--- config.mk ---
export PLATFORM = sky130hd
export DESIGN_NAME = lgsi_mul
export DESIGN_NICKNAME = d
export VERILOG_FILES = /design/src/rtl/lgsi_mul.sv
export SDC_FILE = /design/constraint.sdc
export NUM_CORES = 2
export LEC_CHECK = 0
export BUFFER_PORTS_ARGS = -buffer_cell sky130_fd_sc_hd__clkbuf_2
export CORE_UTILIZATION = 65
export DETAILED_ROUTE_END_ITERATION = 7
export PLACE_DENSITY = 0.88
export RECOVER_POWER = 100
export SLEW_MARGIN = 30
export SYNTH_ARGS = -nofsm -noshare
export SYNTH_HDL_FRONTEND = slang
export SYNTH_SLANG_ARGS = --single-unit
--- constraint.sdc ---
create_clock -name clk_i -period 18.4 [get_ports clk_i]
set_clock_uncertainty 0.1 [all_clocks]
set_input_delay 2.76 -clock clk_i [delete_from_list [all_inputs] [get_ports clk_i]]
set_output_delay 2.76 -clock clk_i [all_outputs]
set_load 0.02 [all_outputs]
--- src/rtl/lgsi_mul.sv ---
// shared 32x32 multiplier with registered product
module lgsi_mul (
  input  logic        clk_i,
  input  logic [31:0] a_i,
  input  logic [31:0] b_i,
  output logic [63:0] prod_o
);

  logic [63:0] prod_q;

  always_ff @(posedge clk_i) begin
    prod_q <= 64'(a_i) * 64'(b_i);
  end

  assign prod_o = prod_q;

endmodule

After elaboration in Yosys (flattened, before gate mapping)
Cells that the tools add are included.
Widths: inputs -> output; s select.
{"block": "totals", "regBits": 64, "input_bits": 65, "output_inout_bits": 64, "wordCells": 2}
{"block": "op_classes", "mul": 1}
{"op": "$mul 32x32->64", "count": 1}

Longest topological paths before layout
{"block": "logic_depth", "depth_word": 1, "mapped_depth": 29, "ltp_nobuf": 27}

Least setup slack after synthesis
Ideal clock, no wire load.
{"block": "synth_path", "path_kind": "input to register", "startpoint": "input a_i[25]", "endpoint": "register prod_q[62], in the netlist prod_o[62]", "setup_ns": 0.072, "arrival_ns": 9.441, "slack_ns": 8.787, "path_stages": 25, "n_path_buf": 2, "path_cell_list": "clkbuf_1 -> nand2_1 -> fa_1 -> inv_1 -> fa_1 -> inv_1 -> fa_1 -> inv_1 -> fa_1 -> fa_1 -> fa_1 -> fa_1 -> inv_1 -> fa_1 -> inv_1 -> ha_1 -> buf_2 -> nand4_1 -> or4_1 -> or3_1 -> a31oi_1 -> a31o_2 -> a211oi_1 -> o21ai_1 -> xor2_1"}
{"block": "synth_via", "elab_chain_len": 1}
{"item": "start: declaration", "line_no": "4", "source": "input logic [31:0] a_i,"}
{"item": "$mul 32x32->64", "line_no": "12", "source": "prod_q <= 64'(a_i) * 64'(b_i);"}
{"item": "end signal: assignment", "line_no": "12"}
{"item": "end: declaration", "line_no": "9", "source": "logic [63:0] prod_q;"}
No other way between the ends.

Worst setup path after layout
{"block": "layout_path", "startpoint": "input a_i[3]", "endpoint": "register prod_q[57], in the netlist prod_o[57]"}
Same word-level chain as after synthesis.

==> flow_summary.ini <==
[detailed_routing]
wl_per_cell_um = 20.2
antenna_left = 0
drt_iter0_drc = 1785
vias = 25734
firstDrtPassIters = 6
vias_per_cell = 5.89
drc = 0
wl_um = 88400

[yosys]
yosysWarningCount = 0
ys_seq_area_frac = 0.0369
syn_nets = 4972
synth_cell_types = 57
synth_area_mm2 = 0.0347
synth-edff-count = 0
synth_cells = 3748
synthArstFlopShare = 0
ys.flop_type = dfxtp_1
synth-seq-cells = 64
avgSynthCellArea_um2 = 9.25

[status]
status = finished with violations
violations = capacitance limit, slew limit

[clocking]
cts_setup_buffers = 0
path_clk_slew_ns = 0.07
cts_root_buf = clkbuf_16
cts_hold_buf = 0
cts.sinks = 64
clockBufferDepth = 2
cts_max_level = 3
cts_tree = yes
cts_resized = 0
cts_inserted_buffers = 9

[sta]
worst_pin_slew_ns = 1.90
setup-violations-final = 0
rsz0062_at_grt = no
fin_crit_sh = 0.647
fmax_ghz = 0.0840
final_max_slew_viol_count = 66
period_minus_slack_ns = 11.90
finalSetupTns_ns = 0
report.final.hold_viol_count = 0
slew_headroom = -0.265

[placed_design]
io_buffers = 128
finalWeightedCongestion = 0.950
dp_hpwl_um = 69800

[critical_path]
crit_path_frequent_cell = ha_1
path_max_fanout = 32
critical_path.max_stage_delay_ns = 1.33
required_ns = 18.46
start_kind = input port
crit_path_cell_trace = clkbuf_1 > nand2_1 > fa_1 > inv_1 > fa_1 > inv_1 > fa_1 > inv_1 > ha_1 > ha_1 > ha_1 > ha_1 > fa_1 > ha_1 > and3_1 > a221oi_1 > a221oi_4 > a2111oi_0 > o31ai_4 > a221oi_1 > o31ai_1 > nor4_1 > a311oi_1
arrival_ns = 11.96
crit_path_end_kind = flop
critical_path_class = in2reg
critPathSlowestCell = clkbuf_1

[cells_and_area]
seq_area_mm2 = 0.00128
fin_util = 0.675
nFillCells = 3824
fin_nets = 4899
area_delta_synth_final_pct = 2.49
largest_register_ffs = 64
drive_above_1_share = 0.0261
multi_input_area_mm2 = 0.0292

[grt]
track_usage = 0.348
grt_pass1_wl_um = 145000
overflow = 0
antenna_found_initial = 1
grt_max_degree = 33
grt_pass1_vias = 28826

[floorplan]
io_pins = 129
coreArea_mm2 = 0.0527
initial_core_util = 0.659
rows = 84
die_area_mm2 = 0.0543
die_height_um = 233
die_x_um = 233

[min_path]
hp-class = in2reg
holdPathStages = 3

[run]
cap_viol_max_count = 2
-- final cells by class --
type                            instances  share of cell area
Timing Repair Buffer                  136              0.0173
Sequential cell                        64              0.0361
Clock buffer                           10             0.00672
Clock inverter                          6             0.00187
Multi-Input combinational cell       2599               0.822
Tap cell                              688              0.0242
Antenna cell                            1           0.0000704
Inverter                              865              0.0914
-- layer usage --
layer / GRT usage / wire length [um] / vias to the layer above
met1: 0.397 / 29400 / 13066
met5: 0 / 0 / -
met2: 0.597 / 44500 / 1502
li1: - / - / 10685
met4: 0.249 / 7450 / 0
met3: 0.0548 / 7120 / 481
-- cells by family after synthesis --
logic type | count (synthesis) | synth area share
simple gates | 1177 | 0.176
fa+ha+maj | 1159 | 0.612
buf+inv | 1085 | 0.118
compound gates | 202 | 0.0415
flops | 64 | 0.0369
xor+xnor | 60 | 0.0152
mux | 1 | 0.000289
-- path summary, 6_finish.rpt --
| kind | from | to | slack [ns] |
|---|---|---|---|
| worst max-delay path | a_i[3] | prod_o[57] | 6.50 |
| worst min-delay path | a_i[0] | prod_o[0] | 2.92 |
-- cell usage in the layout, fill, tap and decap left out, drive strengths merged, types with 5 or more instances in the layout --
cell and instances:
o21ai 26, nand3 10, dfxtp 64, a21oi 66
nor3 7, o21a 9, xnor2 35, ha 263
nor2 20, buf 7, nand4 23, a31oi 12
clkbuf 139, and3 14, nand2 480, inv 866
o31ai 5, a21o 40, xor2 25, o21bai 11
fa 896, and2 602
-- Yosys cell counts, types with 2 or more instances --
cell      instances  area [um2]
o21ai_0          21         105
and3_1           14        87.6
or3_1             3        18.8
a21o_1           40         300
inv_1           865        3250
and3b_1           2        17.5
buf_2             6        30.0
o211ai_1          2        15.0
o221a_2           2        22.5
nor2_1           20        75.1
a21oi_2           3        26.3
xor2_1           25         219
a211oi_1          3        22.5
or4_1             3        22.5
dfxtp_1          64        1280
o31ai_4           3        63.8
a31oi_1          12        75.1
nor3_1            7        35.0
o31ai_1           2        15.0
clkbuf_1        213         800
ha_1            263        3290
a21boi_1          3        22.5
a221oi_4          3        78.8
and4_1            3        26.3
nor2b_1           2        12.5
a21oi_1          63         315
o21ai_1           5        25.0
xnor2_1          35         307
and2_1          602        3770
o21bai_1         10        75.1
or2_2             3        18.8
fa_1            896       17900
nand4_1          23         144
a311oi_1          2        17.5
nand2b_1          2        12.5
o221ai_1          3        26.3
nand2_1         480        1800
o21a_1            9        67.6
nand3_1          10        50.1
a221o_1           4        40.0
-- critical path: cells and delay by family --
family | cells | cell delay, ns
compound gates | 7 | 3.55
fa+ha+maj | 9 | 3.38
buf+inv | 4 | 1.48
simple gates | 3 | 0.74
-- stage by stage --
stage,cells,setup WS [ns],hold slack [ns],instance area (um2)
2_1_floorplan,3748,8.79,2.79,34700
4_1_cts,4368,8.01,2.88,35700
3_5_place_dp,4352,7.66,3.07,35400
5_1_grt,4368,6.04,2.90,35500
3_3_place_gp,4352,7.77,3.07,35400
6_report,4369,6.50,2.92,35500
Power is left out: the tool's default activity adds up to more than one toggle a clock period on the data nets, which glitch-free logic cannot reach.
