**config.mk**
```make
export PLATFORM = sky130hd
export DESIGN_NAME = lgsi_divider
export DESIGN_NICKNAME = d
export VERILOG_FILES = /design/src/rtl/lgsi_pkg.sv /design/src/rtl/lgsi_divider.sv
export SDC_FILE = /design/constraint.sdc
export NUM_CORES = 1
export LEC_CHECK = 0
export ABC_AREA = 0
export BUFFER_PORTS_ARGS = -buffer_cell sky130_fd_sc_hd__buf_2
export CAP_MARGIN = 40
export CELL_PAD_IN_SITES_DETAIL_PLACEMENT = 0
export CELL_PAD_IN_SITES_GLOBAL_PLACEMENT = 1
export CORE_MARGIN = 2
export CORE_UTILIZATION = 49
export CTS_BUF_LIST = sky130_fd_sc_hd__clkbuf_4 sky130_fd_sc_hd__clkbuf_8 sky130_fd_sc_hd__clkbuf_16
export CTS_CLUSTER_DIAMETER = 150
export DETAILED_ROUTE_END_ITERATION = 16
export GPL_TIMING_DRIVEN = 0
export PLACE_DENSITY_LB_ADDON = 0.12
export SLEW_MARGIN = 20
export SYNTH_ARGS = -nofsm -noshare
export SYNTH_HDL_FRONTEND = slang
export SYNTH_SLANG_ARGS = --single-unit
```
**constraint.sdc**
```tcl
create_clock -name clk_i -period 6.55 [get_ports clk_i]
set_clock_uncertainty 0.1 [all_clocks]
set_input_delay 0 -clock clk_i [delete_from_list [all_inputs] [get_ports clk_i]]
set_output_delay 0 -clock clk_i [all_outputs]
set_load 0.01 [all_outputs]
```
**src/rtl/lgsi_pkg.sv**
```systemverilog
// shared types and constants of the log-grid spectrum interpolator
package lgsi_pkg;

  localparam int unsigned TABLE_DEPTH_DEF = 256;

  localparam logic OP_WRITE = 1'b0;
  localparam logic OP_QUERY = 1'b1;

  localparam logic [1:0] OUTC_REJECT = 2'd0;
  localparam logic [1:0] OUTC_EXACT  = 2'd1;
  localparam logic [1:0] OUTC_INTERP = 2'd2;

  localparam logic REG_REST_MASS    = 1'b0;
  localparam logic REG_ENTRIES_USED = 1'b1;

  localparam logic [16:0] RST_REST_MASS    = 17'd100;
  localparam logic [8:0]  RST_ENTRIES_USED = 9'd179;

  localparam logic [31:0] LOG10_2_Q32  = 32'd1292913986;
  localparam logic [31:0] INV_LN10_Q32 = 32'd1865280597;

  typedef struct packed {
    logic        start;
    logic [63:0] dividend;
    logic [5:0]  shamt;
    logic [63:0] divisor;
  } div_req_t;

  typedef struct packed {
    logic        busy;
    logic        done;
    logic        ovf;
    logic [63:0] quot;
  } div_rsp_t;

endpackage

```
**src/rtl/lgsi_divider.sv**
```systemverilog
// bit-serial restoring divider computing floor(a * 2^k / d) with saturation
module lgsi_divider
  import lgsi_pkg::*;
(
  input  logic     clk_i,
  input  logic     rst_ni,
  input  div_req_t req_i,
  output div_rsp_t rsp_o
);

  logic [63:0] a_q, a_d;
  logic [63:0] r_q, r_d;
  logic [63:0] q_q, q_d;
  logic [63:0] d_q, d_d;
  logic [6:0]  cnt_q, cnt_d;
  logic        busy_q, busy_d;
  logic        done_q, done_d;
  logic        o_q, o_d;
  logic [63:0] r_sh;
  logic        qb;

  always_comb begin
    a_d    = a_q;
    r_d    = r_q;
    q_d    = q_q;
    d_d    = d_q;
    cnt_d  = cnt_q;
    busy_d = busy_q;
    o_d    = o_q;
    done_d = 1'b0;
    r_sh   = {r_q[62:0], a_q[63]};
    qb     = r_q[63] | (r_sh >= d_q);
    if (req_i.start) begin
      a_d    = req_i.dividend;
      d_d    = req_i.divisor;
      r_d    = '0;
      q_d    = '0;
      o_d    = 1'b0;
      cnt_d  = 7'd64 + 7'(req_i.shamt);
      busy_d = 1'b1;
    end else if (busy_q) begin
      a_d   = {a_q[62:0], 1'b0};
      r_d   = qb ? (r_sh - d_q) : r_sh;
      o_d   = o_q | q_q[63];
      q_d   = {q_q[62:0], qb};
      cnt_d = cnt_q - 7'd1;
      if (cnt_q == 7'd1) begin
        busy_d = 1'b0;
        done_d = 1'b1;
      end
    end
  end

  always_ff @(posedge clk_i or negedge rst_ni) begin
    if (!rst_ni) begin
      busy_q <= 1'b0;
      done_q <= 1'b0;
      cnt_q  <= '0;
    end else begin
      busy_q <= busy_d;
      done_q <= done_d;
      cnt_q  <= cnt_d;
    end
  end

  always_ff @(posedge clk_i) begin
    a_q <= a_d;
    r_q <= r_d;
    q_q <= q_d;
    d_q <= d_d;
    o_q <= o_d;
  end

  assign rsp_o.busy = busy_q;
  assign rsp_o.done = done_q;
  assign rsp_o.ovf  = o_q;
  assign rsp_o.quot = o_q ? '1 : q_q;

endmodule

```
# Word-level counts from Yosys, hierarchy flattened
# Index checks and enable logic that the tools add are counted.
# word_totals
output_inout_bits,67
wordCells,28
regBits,266
inputBits,137
# op_classes
bitwise,2
order_cmp,1
n_reduce_logical,1
add_sub_neg,3
n_eq_ne,1
mux,12
# op_table
cell,n
64-bit 2-to-1 mux,4
64-bit >= comparator,1
64-bit subtractor,1
7-bit 2-to-1 mux,2
"7-bit by 6-bit adder with 7-bit output, first input constant",1
"7-bit by 1-bit == test with 1-bit output, second input constant",1
"7-bit by 1-bit subtractor with 7-bit output, second input constant",1
1-bit 2-to-1 mux,6
1-bit OR,2
2-bit nonzero test,1

# Depth between registers and ports, before layout
# Gate-level depths: netlist of the first run.
# logic_depth
depth_word,4
ltp_mapped,16
depth_no_buf,14

# Worst setup path before layout of the first run
# OpenSTA, ideal clock, no wires.
# synth_timing
path_type,register to register
startpoint,reg a_q[63]
endpoint,reg r_q[38]
n_path_buf,0
arrival_time_ns,2.718
required_ns,6.364
setup_slack_ns,3.647
synth_period_minus_slack_ns,2.903
setup_ns,0.086
path_stages_with_launch,15
cell_sequence,edfxtp_1 -> inv_1 -> ha_1 -> fa_1 -> nor2b_1 -> o21bai_1 -> a21boi_2 -> a211oi_2 -> o41ai_4 -> a21boi_1 -> o21a_1 -> o21ai_1 -> xor2_1 -> mux2i_1 -> a211oi_1
# synth_via
elab_chain_cells,3
elab_cells_between_ends,4
cone_classes,add/sub (1); order compare (1); mux (1); bitwise (1)
# synth_lines
element,line_no,rtl
start: declaration,lgsi_divider.sv:11,"logic [63:0] a_q, a_d;"
start signal: assignment,lgsi_divider.sv:67,a_q <= a_d;
64-bit >= comparator,lgsi_divider.sv:32,qb = r_q[63] | (r_sh >= d_q);
1-bit OR,lgsi_divider.sv:32,
64-bit 2-to-1 mux *,lgsi_divider.sv:43,r_d = qb ? (r_sh - d_q) : r_sh;
end signal: assignment,lgsi_divider.sv:68,r_q <= r_d;
end: declaration,lgsi_divider.sv:12,"logic [63:0] r_q, r_d;"
# Every way passes the cells marked *; elsewhere a longest branch is shown, timed or not.
# A chain may end at the register's enable or synchronous reset.

# Final worst setup path of the first run
# Ends and elaborated chain as after synthesis.

==> impl_metrics.env, run 1 <==
export IMPL_path_clk_slew_ps=60
export IMPL_p_leak_nw=8.556
export IMPL_r2r_cells=14
export IMPL_synth_edff_count=128
export IMPL_routed_wl_um=39640
export IMPL_rsz0062_at_grt="no"
export IMPL_nNetsFinal=2051
export IMPL_final_period_utilization_pct=56.01
export IMPL_cts_buffer_depth=3
export IMPL_die_w_um=176.5
export IMPL_die_y_um=176.5
export IMPL_area_growth_pct=27.11
export IMPL_yosysSeqAreaShare_pct=45.60
export IMPL_grt_max_degree=64
export IMPL_ant_nets=0
export IMPL_dp_slack_ps=2892
export IMPL_worstMarginPinSlew_ps=797.4
export IMPL_core_um2=29480
export IMPL_cts_buffers=31
export IMPL_clock_latency_ps=570
export IMPL_status="finished, final reports clean"
export IMPL_hpwl_um=27880
export IMPL_tns_ps=0
export IMPL_dieArea_um2=31160
export IMPL_setup_viol=0
export IMPL_hp_start="req_i[46]"
export IMPL_pwr_density_cell_nw_per_um2=327.1
export IMPL_hold_violations=0
export IMPL_cts_tree="built"
export IMPL_gp_congestion=0.9308
export IMPL_io_buffer_count=203
export IMPL_track_usage_pct=25.50
export IMPL_clock_sinks=266
export IMPL_endpoint_kind="flip-flop"
export IMPL_overflow=0
export IMPL_final_max_slew_violation_count=0
export IMPL_critPathLaunchType="flip-flop"
export IMPL_cts_root_buf="clkbuf_16"
export IMPL_firstDrtPassIters=5
export IMPL_ys_async_sr_fraction_pct=3.383
export IMPL_hold_slack_ps=45.62
export IMPL_remaining_drc_errors=0
export IMPL_grt_first_pass_wirelength_um=64030
export IMPL_cp_cell_sequence="inv_1, ha_1, fa_1, nor2b_1, o21bai_1, a21boi_2, a211oi_2, o41ai_4, a21boi_1, o21a_1, o21ai_1, xor2_1, mux2i_1, a211oi_1"
export IMPL_max_cap_viol_count=0
export IMPL_slew_limit_headroom_pct=46.64
export IMPL_ys_types=69
export IMPL_via_per_inst=5.309
export IMPL_rows=63
export IMPL_yosys_warnings=0
export IMPL_ios=204
export IMPL_vias=12050
export IMPL_slowest_delay_ps=440
export IMPL_vdd_ir_drop_max_mv=0.2221
export IMPL_r2r_start="a_q[63]"
export IMPL_synth_flop_cell="dfxtp_1"
export IMPL_r2r_end="r_q[38]"
export IMPL_hold_path_end="d_q[46]"
export IMPL_avgSynthCellArea_um2=9.909
export IMPL_ctsHtreeMaxLevel=1
export IMPL_critPathSlowestCell="o41ai_4"
export IMPL_timing_critical_path_required_ps=6930
export IMPL_layout_setup_ws_ps=2881
export IMPL_syn_inst=1472
export IMPL_antenna_found_initial=6
export IMPL_syn_nets=1676
export IMPL_crit_fanout=4
export IMPL_initial_core_util_pct=49.48
export IMPL_arrival_ps=4050
export IMPL_netlist_area_um2=14590
export IMPL_max_freq_ghz=0.2726
export IMPL_worst_r2r_setup_slack_ps=2880
export IMPL_fin_util_pct=62.89
export IMPL_fin_crit_ps=3669
export IMPL_drt_iter0_markers=740
export IMPL_cts_resized_gates=0
export IMPL_wl_per_cell_um=17.47
export IMPL_holdCritPathClass="primary input to flip-flop"
export IMPL_grt_pass1_vias=12340
export IMPL_ys_seq_elements=266
export IMPL_worstSetupPathType="flip-flop to flip-flop"
export IMPL_worstHoldPathCells=2
export IMPL_drive_above_1_share_pct=22.60
[registers in the layout, summed over array words and instances (netlist names)]
name,count
d_q,64
r_q,64
a_q,64
busy_q,1
cnt_q,7
o_q,1
q_q,64
done_q,1
[timing repair]
| item | in CTS | in global routing |
|---|---|---|
| hold buffers | 137 | 0 |
| buffers inserted | 0 | 0 |
| hold endpoints to repair | 173 | 0 |
| setup endpoints to repair | 0 | 0 |
[cell usage in the layout (no fill, tap or decap), drive strengths merged, types with 7 or more instances in the layout]
cell / instances
a211oi: 47
a21boi: 7
a21o: 28
a21oi: 86
a22oi: 11
buf: 225
clkbuf: 107
clkinv: 10
dfrtp: 9
dfxtp: 129
diode: 7
dlygate4sd3: 137
edfxtp: 128
ha: 66
inv: 90
mux2: 63
mux2i: 103
nand2: 94
nand2b: 7
nand3: 14
nand4: 26
nor2: 156
nor3: 16
o211ai: 9
o21a: 15
o21ai: 74
o21bai: 13
o31ai: 7
or2: 65
or3: 8
xnor2: 39
xor2: 26
[metrics by stage]
step | total power [mW] | instances | cell area [µm²]
CTS | 6.089 | 2262 | 18520
global route | 6.439 | 2269 | 18540
floorplan | 3.772 | 1472 | 14590
global placement | 4.281 | 2065 | 16090
finish | 6.066 | 2269 | 18540
detailed placement | 4.306 | 2067 | 16140
[power breakdown]
group	total [mW]	leakage (nW)	internal, mW	switching (mW)
combinational	2.24	5.59	0.955	1.28
sequential	2.13	2.45	1.98	0.155
clock	1.69	0.511	0.996	0.698
[routing by layer]
layer | share of wire, % | vias up | global-route usage, %
met2 | 46 | 316 | 42.35
li1 | - | 5997 | -
met5 | 0 | - | 0
met4 | 2.7 | 0 | 7.163
met3 | 6.2 | 71 | 5.512
met1 | 45 | 5661 | 33.54
[worst max-delay path by stage]
stage / startpoint / to / slack (ps) / depth (start not counted)
5_1_grt: a_q[63] / r_q[38] / 2660 / 14
3_5_place_dp: a_q[63] / r_q[38] / 2890 / 14
6_report: a_q[63] / r_q[38] / 2880 / 14
4_1_cts: a_q[63] / r_q[38] / 2890 / 14
2_1_floorplan: a_q[63] / r_q[38] / 3650 / 14
3_3_place_gp: req_i[134] / a_q[27] / 2030 / 4
[final cells by class]
| cell class | instances | area (µm²) |
|---|---|---|
| inverters | 88 | 332.8 |
| well taps | 390 | 488.0 |
| clock buffers | 44 | 898.4 |
| diodes | 7 | 17.52 |
| repair buffers | 342 | 2437 |
| clock inverters | 14 | 111.4 |
| plain buffers | 83 | 366.6 |
| multi-input cells | 1035 | 7238 |
| fillers | 2518 | 10940 |
| flip-flops and latches | 266 | 6651 |
[worst max-delay path: cells and delay by family, from the launching register on]
| family | cells | cell delay, ps |
|---|---|---|
| compound gates | 8 | 1970 |
| xor+xnor | 1 | 190 |
| mux | 1 | 90 |
| fa+ha+maj | 2 | 620 |
| buf+inv | 1 | 50 |
| flops | 1 | 360 |
| simple gates | 1 | 200 |
[cells by family (layout without fill, tap and decap cells)]
family          count (synthesis)  after routing  synth area share, %
flops                         266            266                45.60
simple gates                  409            409                13.12
mux                           166            166                11.93
fa+ha+maj                      67             67                5.799
xor+xnor                       65             65                3.903
compound gates                328            328                14.87
other cells                     0              7                    0
buf+inv                       171            571                4.778
[synth_stat cells (26+ instances only)]
| cell | n | area, µm² |
|---|---|---|
| a211oi_1 | 45 | 337.8 |
| a21o_1 | 28 | 210.2 |
| a21oi_1 | 86 | 430.4 |
| clkbuf_1 | 62 | 232.7 |
| dfxtp_1 | 129 | 2582 |
| edfxtp_1 | 128 | 3844 |
| ha_1 | 66 | 825.8 |
| inv_1 | 88 | 330.3 |
| mux2_2 | 63 | 709.4 |
| mux2i_1 | 103 | 1031 |
| nand2_1 | 93 | 349.1 |
| nand4_1 | 26 | 162.7 |
| nor2_1 | 156 | 585.6 |
| o21ai_0 | 56 | 280.3 |
| or2_2 | 65 | 406.6 |
| xnor2_1 | 39 | 341.6 |
| xor2_1 | 26 | 227.7 |
(Power assumes the default switching activity.)
==> run 2: changes to the inputs <==
CORE_UTILIZATION = 41   (was 49)
clock period = 3.1 ns   (was 6.55 ns; I/O delays follow)
==> impl_metrics.env, run 2 (same netlist as run 1, synthesis figures left out) <==
export IMPL_nNetsFinal=2122
export IMPL_timing_critical_path_required_ps=3480
export IMPL_filler_cell_count=3106
export IMPL_cts_root_buf="clkbuf_16"
export IMPL_grt_pass1_vias=12410
export IMPL_ctsHtreeMaxLevel=1
export IMPL_area_growth_pct=39.86
export IMPL_track_usage_pct=22.70
export IMPL_vias=12250
export IMPL_pwr_share_seq_pct=30.5
export IMPL_worstSetupPathType="flip-flop to flip-flop"
export IMPL_fin_cells=2404
export IMPL_die_w_um=192.6
export IMPL_p_leak_nw=9.216
export IMPL_via_per_inst=5.096
export IMPL_dp_slack_ps=-710.8
export IMPL_firstDrtPassIters=5
export IMPL_io_buffer_count=203
export IMPL_power_switching_mw=5.293
export IMPL_status="complete, but fails checks"
export IMPL_grt_first_pass_wirelength_um=66390
export IMPL_die_y_um=192.6
export IMPL_clock_latency_ps=590
export IMPL_max_cap_viol_count=0
export IMPL_rsz0062_at_grt="yes"
export IMPL_final_period_utilization_pct=106.6
export IMPL_swShare_pct=35.37
export IMPL_cts_tree="built"
export IMPL_setup_viol=65
export IMPL_r2r_cells=17
export IMPL_overflow=0
export IMPL_p_clk_share_pct=25.8
export IMPL_ant_nets=0
export IMPL_total_power_mw=14.97
export IMPL_cts_buffers=31
export IMPL_max_freq_ghz=0.3027
export IMPL_holdCritPathClass="primary input to flip-flop"
export IMPL_ff_latch_area_um2=6653
export IMPL_vdd_ir_drop_max_mv=0.5632
export IMPL_initial_core_util_pct=41.31
export IMPL_n_antenna_cell=0
export IMPL_final_max_slew_violation_count=0
export IMPL_pwr_density_cell_nw_per_um2=733.6
export IMPL_critPathLaunchType="flip-flop"
export IMPL_remaining_drc_errors=0
export IMPL_crit_fanout=6
export IMPL_fin_crit_ps=3304
export IMPL_core_um2=35310
export IMPL_gp_congestion=0.8833
export IMPL_final_common_cell="buf_2"
export IMPL_grt_max_degree=40
export IMPL_hold_violations=0
export IMPL_endpoint_kind="flip-flop"
export IMPL_layout_setup_ws_ps=-203.6
export IMPL_drive_above_1_share_pct=30.98
export IMPL_placed_area_um2=16220
export IMPL_hpwl_um=29400
export IMPL_rows=69
export IMPL_worst_r2r_setup_slack_ps=-200
export IMPL_finalInstanceArea_um2=20400
export IMPL_wl_per_cell_um=17.82
export IMPL_antenna_found_initial=0
export IMPL_path_clk_slew_ps=60
export IMPL_slew_limit_headroom_pct=31.12
export IMPL_violations="negative setup slack"
export IMPL_arrival_ps=3680
export IMPL_cts_buffer_depth=3
export IMPL_p_int_mw=9.673
export IMPL_clock_sinks=266
export IMPL_ios=204
export IMPL_routed_wl_um=42830
export IMPL_hold_slack_ps=23.11
export IMPL_pwr_share_comb_pct=43.7
export IMPL_dieArea_um2=37100
export IMPL_final_cell_mix="buf_2, dlygate4sd3_1, nor2_1"
export IMPL_worstMarginPinSlew_ps=1029
export IMPL_drt_iter0_markers=651
export IMPL_place_inst=2138
export IMPL_worstHoldPathCells=2
export IMPL_multi_input_area_um2=8048
run 2: power groups by stage:
stage | logic, mW | registers, mW | clock network (mW)
6_report | 6.54 | 4.56 | 3.87
3_5_place_dp | 4.57 | 4.56 | 0
3_3_place_gp | 4.54 | 4.55 | 0
4_1_cts | 5.83 | 4.51 | 3.98
5_1_grt | 7.08 | 4.62 | 4.12
2_1_floorplan | 3.51 | 4.46 | 0
run 2: through the flow:
step           setup TNS [ps]  utilization, %
5_1_grt                -14040           57.78
2_1_floorplan               0               -
4_1_cts                 -5958           56.00
6_report                -7679           57.78
3_5_place_dp           -21800           45.95
3_3_place_gp          -124130           45.82
run 2: path summary, 6_finish.rpt:
kind | start | end
worst max register to register | d_q[0] | r_q[54]
worst min-delay path | req_i[52] | d_q[52]
max in group asynchronous | rst_ni | cnt_q[2]
worst min register to register | q_q[0] | q_q[0]
worst max-delay path | d_q[0] | r_q[54]
min in group asynchronous | rst_ni | cnt_q[6]
run 2: critical path: stages, from the launching register on:
cell,delay (ps)
edfxtp_1,470
ha_4,220
fa_2,410
nor2b_4,160
o21bai_4,70
a21boi_2,130
buf_6,130
buf_6,100
nor2_4,40
a21o_4,230
nand2_4,80
a21boi_4,60
o21ai_2,160
buf_6,190
buf_12,170
mux2i_1,190
o22ai_1,100
a21o_1,170
run 2: what timing repair did:
item,in CTS,in global routing
setup buffers,31,21
hold endpoints to repair,171,0
cloned,6,3
hold buffers,160,0
setup endpoints to repair,65,65
pin swaps,53,68
resized for setup,110,132
run 2: routing by layer:
layer  track usage [%]  part of all wire, %
met1             30.01                   46
met2             37.65                   46
met3             5.092                  5.2
met4             5.490                  2.5
met5                 0                    0
run 2: cell type report:
type                    instances  area share (%)
inverters                      88           1.631
clock inverters                14          0.8280
multi-input cells            1035           39.45
repair buffers                421           16.25
plain buffers                  75           1.858
well taps                     461           2.827
clock buffers                  44           4.551
flip-flops and latches        266           32.61
